### config.mk
export PLATFORM = sky130hd
export DESIGN_NAME = beacon_tx_sequencer_fsm
export DESIGN_NICKNAME = d
export VERILOG_FILES = /design/src/sv/btxs_pkg.sv /design/src/sv/beacon_tx_sequencer_fsm.sv /design/src/sv/btxs_decode.sv
export SDC_FILE = /design/constraint.sdc
export NUM_CORES = 1
export LEC_CHECK = 0
export BUFFER_PORTS_ARGS = -buffer_cell sky130_fd_sc_hd__buf_2
export CORE_UTILIZATION = 55
export CTS_BUF_LIST = sky130_fd_sc_hd__clkbuf_4
export CTS_CLUSTER_SIZE = 24
export DETAILED_ROUTE_END_ITERATION = 8
export GPL_TIMING_DRIVEN = 0
export PLACE_DENSITY = 0.85
export SLEW_MARGIN = 20
export SYNTH_ARGS = -nofsm -noshare
export SYNTH_HDL_FRONTEND = slang
export SYNTH_SLANG_ARGS = --single-unit
export TNS_END_PERCENT = 5
### constraint.sdc
create_clock -name clock -period 3.15 [get_ports clock]
set_clock_uncertainty 0.2 [all_clocks]
set_input_delay 0.63 -clock clock [delete_from_list [all_inputs] [get_ports clock]]
set_output_delay 0.63 -clock clock [all_outputs]
set_load 0.005 [all_outputs]
### src/sv/btxs_pkg.sv
// Types, codes and widths for the beacon transmit sequencer.
`timescale 1ns / 1ps

package btxs_pkg;

   localparam int EVENT_W   = 5;
   localparam int CODE_W    = 4;
   localparam int REQ_DATA_W = 8;
   localparam int RSP_DATA_W = 16;

   typedef enum logic [CODE_W-1:0] {
      ST_POWERUP    = 4'd0,
      ST_WAIT_VOLT  = 4'd1,
      ST_CALIBRATE  = 4'd2,
      ST_WAIT_TELEM = 4'd3,
      ST_TELEM      = 4'd4,
      ST_WAIT_PRIM  = 4'd5,
      ST_TX_PRIM    = 4'd6,
      ST_WAIT_SEC   = 4'd7,
      ST_TX_SEC     = 4'd8,
      ST_QRSS       = 4'd9,
      ST_SHUTDOWN   = 4'd10
   } state_type;

   localparam logic [EVENT_W-1:0] EV_WAIT_VOLTAGE    = 5'd1;
   localparam logic [EVENT_W-1:0] EV_SETUP_DONE      = 5'd2;
   localparam logic [EVENT_W-1:0] EV_CAL_DONE        = 5'd3;
   localparam logic [EVENT_W-1:0] EV_CAL_FAIL        = 5'd4;
   localparam logic [EVENT_W-1:0] EV_GPS_LOS         = 5'd5;
   localparam logic [EVENT_W-1:0] EV_STARTUP_CAL_FAIL = 5'd6;
   localparam logic [EVENT_W-1:0] EV_TELEM_TIME      = 5'd7;
   localparam logic [EVENT_W-1:0] EV_TELEM_DONE      = 5'd8;
   localparam logic [EVENT_W-1:0] EV_LOW_VOLT        = 5'd9;
   localparam logic [EVENT_W-1:0] EV_PRIM_TIME       = 5'd10;
   localparam logic [EVENT_W-1:0] EV_PRIM_DONE       = 5'd11;
   localparam logic [EVENT_W-1:0] EV_SLOT_FIRST      = 5'd12;
   localparam logic [EVENT_W-1:0] EV_SLOT_LAST       = 5'd17;
   localparam logic [EVENT_W-1:0] EV_SEC_DONE        = 5'd18;
   localparam logic [EVENT_W-1:0] EV_QRSS_DONE       = 5'd19;

   localparam logic [CODE_W-1:0] ACT_NONE          = 4'd0;
   localparam logic [CODE_W-1:0] ACT_VOLT_WAITLOOP = 4'd1;
   localparam logic [CODE_W-1:0] ACT_QRSS_TX       = 4'd2;
   localparam logic [CODE_W-1:0] ACT_GET_TELEMETRY = 4'd3;
   localparam logic [CODE_W-1:0] ACT_SHUTDOWN      = 4'd4;
   localparam logic [CODE_W-1:0] ACT_TX_MSG1       = 4'd5;
   localparam logic [CODE_W-1:0] ACT_TX_SLOT_FIRST = 4'd6;
   localparam logic [CODE_W-1:0] ACT_CALIBRATE     = 4'd12;
   localparam logic [CODE_W-1:0] ACT_STARTUP_CAL   = 4'd13;
   localparam logic [CODE_W-1:0] ACT_TX_INT_SETUP  = 4'd14;

   localparam logic [CODE_W-1:0] ERR_OK     = 4'd0;
   localparam logic [CODE_W-1:0] ERR_UNIMPL = 4'd10;

   // Outcome of one event against the present state.
   typedef struct packed {
      logic                 move;
      state_type            next_state;
      logic [CODE_W-1:0]    action;
      logic [CODE_W-1:0]    error;
   } step_type;

endpackage

### src/sv/beacon_tx_sequencer_fsm.sv
// Beacon transmit sequencer: stream front end, state registers and result register.
// The result is registered: it appears in the cycle after its event word is accepted.
// Throughput: one event per cycle while results are taken; the single state decode sets that figure.
// req_tready drops only while a held result waits on rsp_tready.
// Reset (synchronous, high): both states go to power-up, self calibration is off,
// and no result is pending.
`timescale 1ns / 1ps

module beacon_tx_sequencer_fsm
   import btxs_pkg::*;
(
   input  logic                  clock,
   input  logic                  reset,
   input  logic                  req_tvalid,
   output logic                  req_tready,
   input  logic [REQ_DATA_W-1:0] req_tdata,  // [4:0] event_code, [7:5] zero
   output logic                  rsp_tvalid,
   input  logic                  rsp_tready,
   output logic [RSP_DATA_W-1:0] rsp_tdata,  // [3:0] action_code, [7:4] error_code,
                                             // [11:8] current_state, [15:12] prior_state
   input  logic                  csr_wen,
   input  logic                  csr_wdata
);

   state_type             present_ff, present_in;
   state_type             last_ff, last_in;
   logic                  self_cal_ff;
   logic                  rsp_valid_ff, rsp_valid_in;
   logic [RSP_DATA_W-1:0] rsp_data_ff, rsp_data_in;
   logic                  accept;
   step_type              step;

   btxs_decode u_decode (
      .event_code    (req_tdata[EVENT_W-1:0]),
      .present_state (present_ff),
      .self_cal_en   (self_cal_ff),
      .step          (step)
   );

   assign req_tready = !rsp_valid_ff || rsp_tready;
   assign accept     = req_tvalid && req_tready;

   always_comb begin
      present_in   = present_ff;
      last_in      = last_ff;
      rsp_valid_in = rsp_valid_ff;
      rsp_data_in  = rsp_data_ff;
      if (rsp_tready) rsp_valid_in = 1'b0;
      if (accept) begin
         if (step.move) begin
            last_in    = present_ff;
            present_in = step.next_state;
         end
         rsp_valid_in = 1'b1;
         rsp_data_in  = {last_in, present_in, step.error, step.action};
      end
   end

   always_ff @(posedge clock) begin
      if (reset) begin
         present_ff   <= ST_POWERUP;
         last_ff      <= ST_POWERUP;
         self_cal_ff  <= 1'b0;
         rsp_valid_ff <= 1'b0;
      end else begin
         present_ff   <= present_in;
         last_ff      <= last_in;
         rsp_valid_ff <= rsp_valid_in;
         if (csr_wen) self_cal_ff <= csr_wdata;
      end
   end

   always_ff @(posedge clock) begin
      rsp_data_ff <= rsp_data_in;
   end

   assign rsp_tvalid = rsp_valid_ff;
   assign rsp_tdata  = rsp_data_ff;

endmodule

### src/sv/btxs_decode.sv
// Next-state, action and error decode for one event.
`timescale 1ns / 1ps

module btxs_decode
   import btxs_pkg::*;
(
   input  logic [EVENT_W-1:0] event_code,
   input  state_type          present_state,
   input  logic               self_cal_en,
   output step_type           step
);

   logic reject;

   always_comb begin
      step.move       = 1'b0;
      step.next_state = present_state;
      step.action     = ACT_NONE;
      step.error      = ERR_OK;
      reject          = 1'b0;
      case (present_state)
         ST_POWERUP: begin
            if (event_code == EV_WAIT_VOLTAGE) begin
               step.move       = 1'b1;
               step.next_state = ST_WAIT_VOLT;
               step.action     = ACT_VOLT_WAITLOOP;
            end else reject = 1'b1;
         end
         ST_WAIT_VOLT: begin
            if (event_code == EV_SETUP_DONE) begin
               step.move = 1'b1;
               if (self_cal_en) begin
                  step.next_state = ST_CALIBRATE;
                  step.action     = ACT_STARTUP_CAL;
               end else begin
                  step.next_state = ST_WAIT_TELEM;
                  step.action     = ACT_TX_INT_SETUP;
               end
            end else reject = 1'b1;
         end
         ST_CALIBRATE: begin
            if (event_code inside {EV_CAL_DONE, EV_CAL_FAIL}) begin
               step.move       = 1'b1;
               step.next_state = ST_WAIT_TELEM;
            end else if (event_code inside {EV_GPS_LOS, EV_STARTUP_CAL_FAIL}) begin
               step.move       = 1'b1;
               step.next_state = ST_QRSS;
               step.action     = ACT_QRSS_TX;
            end else reject = 1'b1;
         end
         ST_WAIT_TELEM: begin
            if (event_code == EV_TELEM_TIME) begin
               step.move       = 1'b1;
               step.next_state = ST_TELEM;
               step.action     = ACT_GET_TELEMETRY;
            end else reject = 1'b1;
         end
         ST_TELEM: begin
            if (event_code == EV_TELEM_DONE) begin
               step.move       = 1'b1;
               step.next_state = ST_WAIT_PRIM;
            end else if (event_code == EV_LOW_VOLT) begin
               step.move       = 1'b1;
               step.next_state = ST_SHUTDOWN;
               step.action     = ACT_SHUTDOWN;
            end else reject = 1'b1;
         end
         ST_WAIT_PRIM: begin
            if (event_code == EV_PRIM_TIME) begin
               step.move       = 1'b1;
               step.next_state = ST_TX_PRIM;
               step.action     = ACT_TX_MSG1;
            end else reject = 1'b1;
         end
         ST_TX_PRIM: begin
            if (event_code == EV_PRIM_DONE) begin
               step.move       = 1'b1;
               step.next_state = ST_WAIT_SEC;
            end else reject = 1'b1;
         end
         ST_WAIT_SEC: begin
            // Slot events map one to one onto the slot transmit actions.
            if (event_code inside {[EV_SLOT_FIRST:EV_SLOT_LAST]}) begin
               step.move       = 1'b1;
               step.next_state = ST_TX_SEC;
               step.action     = CODE_W'(event_code - EV_SLOT_FIRST) + ACT_TX_SLOT_FIRST;
            end else reject = 1'b1;
         end
         ST_TX_SEC: begin
            if (event_code == EV_SEC_DONE) begin
               step.move = 1'b1;
               if (self_cal_en) begin
                  step.next_state = ST_CALIBRATE;
                  step.action     = ACT_CALIBRATE;
               end else begin
                  step.next_state = ST_WAIT_TELEM;
               end
            end else reject = 1'b1;
         end
         ST_QRSS: begin
            // Drop anything but qrss_done without a fault.
            if (event_code == EV_QRSS_DONE) begin
               step.move       = 1'b1;
               step.next_state = ST_CALIBRATE;
               step.action     = ACT_CALIBRATE;
            end
         end
         default: begin
            step.error = ERR_UNIMPL;
         end
      endcase
      if (reject) step.error = present_state + CODE_W'(1);
   end

endmodule

==> flow_metrics.env, run 1 <==
export IMPL_rsz0062_at_grt="no"
export IMPL_required_ps=3030
export IMPL_rows=20
export IMPL_relSlewSlack_pct=52.79
export IMPL_yosysMostFrequentCell="nor2_1"
export IMPL_drive_above_1_share_pct=19.83
export IMPL_hp_class="reg -> reg"
export IMPL_startpoint="present_ff[1]"
export IMPL_hp_start="last_ff[2]"
export IMPL_dieArea_mm2=0.003648
export IMPL_r2r_start="present_ff[1]"
export IMPL_leakagePower_nw=0.9022
export IMPL_cts_sinks=26
export IMPL_portBuffers=26
export IMPL_syn_inst=212
export IMPL_hold_slack_ps=312.8
export IMPL_syn_nets=232
export IMPL_antenna_left=0
export IMPL_fin_setup_tns_ps=0
export IMPL_coreArea_mm2=0.003153
export IMPL_ys_top_cells_by_count="18 x nor2_1, 16 x edfxtp_1, 16 x o21ai_0, 14 x nand2_1"
export IMPL_cts_setup_buffers=0
export IMPL_cts_made_buffers=3
export IMPL_worstMarginPinSlew_ps=701.9
export IMPL_gr_usage_all_layers_pct=26.42
export IMPL_power_uw=602.1
export IMPL_viasPerCell=5.955
export IMPL_start_kind="register"
export IMPL_antenna_cells=0
export IMPL_cts_resized=1
export IMPL_via_count=1703
export IMPL_fin_util_pct=66.43
export IMPL_cts_max_path_buffers=2
export IMPL_finalCriticalPeriod_ps=3010
export IMPL_setup_viol=0
export IMPL_yosysUniqueCellTypes=58
export IMPL_yosysSeqAreaShare_pct=36.29
export IMPL_worstPathArrival_ps=2890
export IMPL_ys_async_sr_fraction_pct=0
export IMPL_drt_initial_drc_count=106
export IMPL_grt_pass1_vias=1527
export IMPL_syn_to_final_growth_pct=11.67
export IMPL_die_x_um=60.40
export IMPL_ys_warn_count=0
export IMPL_initial_core_util_pct=59.48
export IMPL_critPathKind="reg -> reg"
export IMPL_grt_pass1_wl_mm=7.141
export IMPL_dp_hpwl_mm=3.336
export IMPL_critPathMaxFanout=10
export IMPL_gp_congestion=0.9762
export IMPL_ctsHoldBuffers=0
export IMPL_nFillCells=287
export IMPL_synth_area_leader_cell="edfxtp_1"
export IMPL_synth_ff_latch_count=26
export IMPL_cts_max_level=1
export IMPL_fin_cells=286
export IMPL_grt_overflow_total=0
export IMPL_root_buffer="clkbuf_4"
export IMPL_grt_max_degree=19
export IMPL_crit_path_end_kind="register"
export IMPL_final_period_utilization_pct=95.55
export IMPL_synth_area_mm2=0.001876
export IMPL_synth_area_leaders="edfxtp_1 26%, dfxtp_1 11%, o21ai_0 4.3%, ha_1 4.0%, nor2b_1 3.7%"
export IMPL_cts_tree="built"
export IMPL_p_per_area_mw_per_mm2=287.5
export IMPL_vdd_drop_max_uv=338.2
export IMPL_placed_cells=282
export IMPL_hold_violations=0
export IMPL_drt_total_wl_mm=4.339
export IMPL_outcome="finished clean"
export IMPL_insertion_delay_ps=310
export IMPL_final_nets=263
export IMPL_antenna_found_initial=0
export IMPL_maxCapViolCount=0
export IMPL_finalMaxSlewViolations=0
export IMPL_die_h_um=60.40
export IMPL_synth_ff_type="edfxtp_1"
export IMPL_remaining_drc_errors=0
export IMPL_path_clk_slew_ps=120
export IMPL_fmax_ghz=0.3323
export IMPL_synth_edf_count=16
export IMPL_avgRoutedWirePerCell_um=15.17
export IMPL_dr_pass1_iters=4
export IMPL_syn_avg_cell_area_um2=8.847
export IMPL_yosysTopAreaCellShare_pct=25.62
export IMPL_num_io_pins=32
-- sequential cells by signal, summed over array words and instances, names as in the netlist --
| register | cells |
|---|---|
| self_cal_ff | 1 |
| rsp_tvalid | 1 |
| last_ff | 4 |
| present_ff | 4 |
| rsp_tdata | 16 |
-- through the flow --
| stage | cell area [um2] | setup WS [ps] |
|---|---|---|
| after floorplan | 1876 | 280.3 |
| after global placement | 2061 | -238.3 |
| after detailed placement | 2061 | -283.9 |
| after CTS | 2093 | 5.382 |
| after global routing | 2095 | 2.353 |
| final | 2095 | 140.3 |
-- power breakdown --
part / total [mW] / internal [mW] / switching, mW
combinational: 0.0783 / 0.0306 / 0.0477
sequential: 0.374 / 0.371 / 0.00326
clock: 0.149 / 0.0581 / 0.0913
-- cell type report --
cell class / count / area, um2 / share of cell area (%)
repair buffers: 26 / 130.1 / 6.213
flip-flops and latches: 26 / 681.9 / 32.56
clock buffers: 4 / 30.03 / 1.434
plain buffers: 15 / 82.58 / 3.943
well taps: 44 / 55.05 / 2.628
inverters: 11 / 41.29 / 1.971
multi-input cells: 160 / 1074 / 51.25
-- final timing paths --
path              cells after the start            end  slack [ps]
hold / removal                        2     last_ff[2]         310
setup / recovery                      9  rsp_tdata[10]         140
hold reg to reg                       2     last_ff[2]         310
setup reg to reg                      9  rsp_tdata[10]         140
-- layout by cell type (no fill, tap or decap), types with 6 or more instances in the layout --
cell type	Yosys	layout
nor2b_1	11	11
nand3_1	8	8
inv_1	11	11
nor2_1	18	18
nand2_1	14	14
o21ai_0	16	15
nand4_1	6	6
a21oi_1	8	8
dfxtp_1	10	9
buf_2	4	29
edfxtp_1	16	16
ha_1	6	6
nor3_1	6	6
-- worst max-delay path: stages (launching register included) --
cell and delay [ps]:
dfxtp_2 420, inv_1 130, ha_1 190, buf_2 180, nor2b_1 180, a21o_1 160
a211o_1 360, nor4_1 370, buf_4 240, mux2_2 350
-- kinds of logic (layout without fill, tap and decap cells) --
kind of cell             Yosys count  after routing  synth area share (%)
buffers and inverters             26             56                 6.471
AO/OA/AOI/OAI                     56             56                 21.22
XOR/XNOR                           4              4                 1.868
multiplexers                       8              8                 4.470
adder cells (fa/ha/maj)            6              6                 4.003
flip-flops                        26             26                 36.29
AND/OR/NAND/NOR                   86             86                 25.69
-- layer usage --
layer	track usage, %	share of wire [%]
met2	40.19	48
met1	38.12	43
met4	6.977	0.97
met3	5.544	7.9
met5	0	0
Power figures use the tool's default switching activity.
==> inputs of run 2 (changes only) <==
--- a/config.mk
+++ b/config.mk
@@ -5,13 +5,14 @@
 export SDC_FILE = /design/constraint.sdc
 export NUM_CORES = 1
 export LEC_CHECK = 0
+export ABC_AREA = 1
 export BUFFER_PORTS_ARGS = -buffer_cell sky130_fd_sc_hd__buf_2
-export CORE_UTILIZATION = 55
+export CORE_UTILIZATION = 40
 export CTS_BUF_LIST = sky130_fd_sc_hd__clkbuf_4
 export CTS_CLUSTER_SIZE = 24
 export DETAILED_ROUTE_END_ITERATION = 8
 export GPL_TIMING_DRIVEN = 0
-export PLACE_DENSITY = 0.85
+export PLACE_DENSITY = 0.67
 export SLEW_MARGIN = 20
 export SYNTH_ARGS = -nofsm -noshare
 export SYNTH_HDL_FRONTEND = slang
==> flow_metrics.env, run 2 <==
export IMPL_setup_viol=0
export IMPL_gp_congestion=0.9143
export IMPL_cts_made_buffers=3
export IMPL_synth_edf_count=16
export IMPL_largest_reg_flops=16
export IMPL_critPathKind="reg -> reg"
export IMPL_rsz0062_at_grt="no"
export IMPL_final_nets=330
export IMPL_hold_violations=0
export IMPL_switching_power_uw=280.2
export IMPL_synth_area_mm2=0.001913
export IMPL_grt_met3_usage_pct=2.991
export IMPL_final_common_cell="nand2_1"
export IMPL_initial_core_util_pct=42.76
export IMPL_required_ps=3050
export IMPL_portBuffers=27
export IMPL_syn_nets=298
export IMPL_fmax_ghz=0.3572
export IMPL_start_kind="register"
export IMPL_drive_above_1_share_pct=19.09
export IMPL_antenna_left=0
export IMPL_finalCriticalPeriod_ps=2799
export IMPL_cts_max_path_buffers=2
export IMPL_pwr_share_seq_pct=46.4
export IMPL_cts_resized=0
export IMPL_ys_async_sr_fraction_pct=0
export IMPL_num_io_pins=32
export IMPL_synth_ff_type="edfxtp_1"
export IMPL_p_comb_share_pct=27.8
export IMPL_fin_setup_tns_ps=0
export IMPL_busiest_layer="met2"
export IMPL_syn_avg_cell_area_um2=6.882
export IMPL_met1_usage_pct=27.27
export IMPL_crit_path_end_kind="register"
export IMPL_ys_top_cells_by_count="69 x nand2_1, 40 x nor2_1, 33 x inv_1, 32 x nand3_1, 16 x edfxtp_1"
export IMPL_yosysMostFrequentCell="nand2_1"
export IMPL_leakagePower_nw=1.129
export IMPL_cts_max_level=1
export IMPL_remaining_drc_errors=0
export IMPL_outcome="finished clean"
export IMPL_synth_ff_latch_count=26
export IMPL_yosysUniqueCellTypes=32
export IMPL_vdd_drop_max_uv=213.2
export IMPL_p_clk_share_pct=25.7
export IMPL_antenna_found_initial=0
export IMPL_worstPathArrival_ps=2700
export IMPL_insertion_delay_ps=330
export IMPL_hp_class="reg -> reg"
export IMPL_p_int_uw=620.9
export IMPL_die_h_um=71.16
export IMPL_finalMaxSlewViolations=0
export IMPL_ctsHoldBuffers=0
export IMPL_syn_to_final_growth_pct=13.28
export IMPL_dp_hpwl_mm=3.601
export IMPL_worstMarginPinSlew_ps=562.4
export IMPL_dieArea_mm2=0.005063
export IMPL_syn_inst=278
export IMPL_grt_pass1_vias=1670
export IMPL_yosysTopAreaCellShare_pct=25.11
export IMPL_viasPerCell=5.100
export IMPL_relSlewSlack_pct=62.50
export IMPL_via_count=1841
export IMPL_coreArea_mm2=0.004474
export IMPL_ys_warn_count=0
export IMPL_cts_sinks=26
export IMPL_synth_area_leader_cell="edfxtp_1"
export IMPL_rows=24
export IMPL_path_clk_slew_ps=140
export IMPL_synth_area_leaders="edfxtp_1 25%, nand2_1 14%, dfxtp_1 10%, nand3_1 8.4%, nor2_1 7.8%"
export IMPL_drt_initial_drc_count=123
export IMPL_use_met2_pct=30.16
export IMPL_avgRoutedWirePerCell_um=12.50
export IMPL_cts_setup_buffers=0
export IMPL_gr_usage_all_layers_pct=19.38
export IMPL_maxCapViolCount=0
export IMPL_yosysSeqAreaShare_pct=35.58
export IMPL_cts_tree="built"
export IMPL_drt_total_wl_mm=4.511
export IMPL_grt_overflow_total=0
export IMPL_final_period_utilization_pct=88.87
export IMPL_grt_max_degree=26
export IMPL_antenna_cells=0
export IMPL_final_cell_mix="69 x nand2_1, 40 x nor2_1, 33 x inv_1, 32 x nand3_1, 28 x buf_2"
export IMPL_p_per_area_mw_per_mm2=415.8
export IMPL_grt_pass1_wl_mm=7.700
export IMPL_critPathMaxFanout=9
export IMPL_hold_slack_ps=329.6
export IMPL_dr_pass1_iters=7
export IMPL_nFillCells=456
export IMPL_die_x_um=71.16
export IMPL_root_buffer="clkbuf_4"
export IMPL_power_share_switching_pct=31.09
==> run 2: layout make-up <==
| type | instances | area (um2) | share of cell area [%] |
|---|---|---|---|
| multi-input cells | 206 | 1059 | 48.85 |
| inverters | 41 | 153.9 | 7.102 |
| repair buffers | 27 | 135.1 | 6.236 |
| clock inverters | 1 | 30.03 | 1.386 |
| well taps | 52 | 65.06 | 3.002 |
| flip-flops and latches | 26 | 680.7 | 31.41 |
| plain buffers | 5 | 21.27 | 0.9815 |
| clock buffers | 3 | 22.52 | 1.039 |
==> run 2: kinds of logic after synthesis <==
| family | Yosys count | share of synthesized area, % |
|---|---|---|
| and+or+nand+nor | 169 | 41.01 |
| buffers and inverters | 46 | 9.091 |
| AOI/OAI and AO/OA | 28 | 8.961 |
| DFF | 26 | 35.58 |
| adders and majority gates | 6 | 3.924 |
| xor gates and xnor gates | 2 | 0.9158 |
| muxes | 1 | 0.5232 |
==> run 2: power by group through the flow <==
stage	sequential (mW)	clock, mW	combinational [mW]
2_1_floorplan	0.429	0	0.166
3_3_place_gp	0.426	0	0.247
3_5_place_dp	0.426	0	0.248
4_1_cts	0.419	0.235	0.250
5_1_grt	0.422	0.251	0.286
6_report	0.419	0.232	0.251
==> run 2: worst max-delay path, stage by stage, from the launching register on <==
cell	delay (ps)
dfxtp_1	370
clkbuf_1	330
clkinv_1	370
ha_1	340
nand2_1	200
inv_1	90
nand2_1	70
nand4_1	110
nor3_2	360
o21ai_1	110
==> run 2: worst paths after layout <==
path,startpoint,end,slack [ps],cells past startpoint
max,present_ff[1],rsp_tdata[7],350,9
max reg2reg,present_ff[1],rsp_tdata[7],350,9
min,rsp_tvalid,rsp_tvalid,330,2
min reg2reg,rsp_tvalid,rsp_tvalid,330,2
==> run 2: layer usage <==
layer | up-vias | wire, um | part of all wire (%)
met5 | - | 0 | 0
met4 | 0 | 47 | 1.0
met3 | 4 | 126 | 2.8
met2 | 38 | 2045 | 45
met1 | 833 | 2292 | 51
li1 | 966 | - | -
==> run 2: through the flow <==
step / util, % / cells / setup WS, ps / cell area [um2] / total power [mW]
after detailed placement: 47.26 / 357 / 405.1 / 2115 / 0.6747
after CTS: 48.43 / 361 / 369.1 / 2167 / 0.9033
after global placement: 47.23 / 357 / 372.7 / 2113 / 0.6738
after global routing: 48.43 / 361 / 86.66 / 2167 / 0.9589
after floorplan: - / 278 / 914.0 / 1913 / 0.5953
final: 48.43 / 361 / 350.7 / 2167 / 0.9011
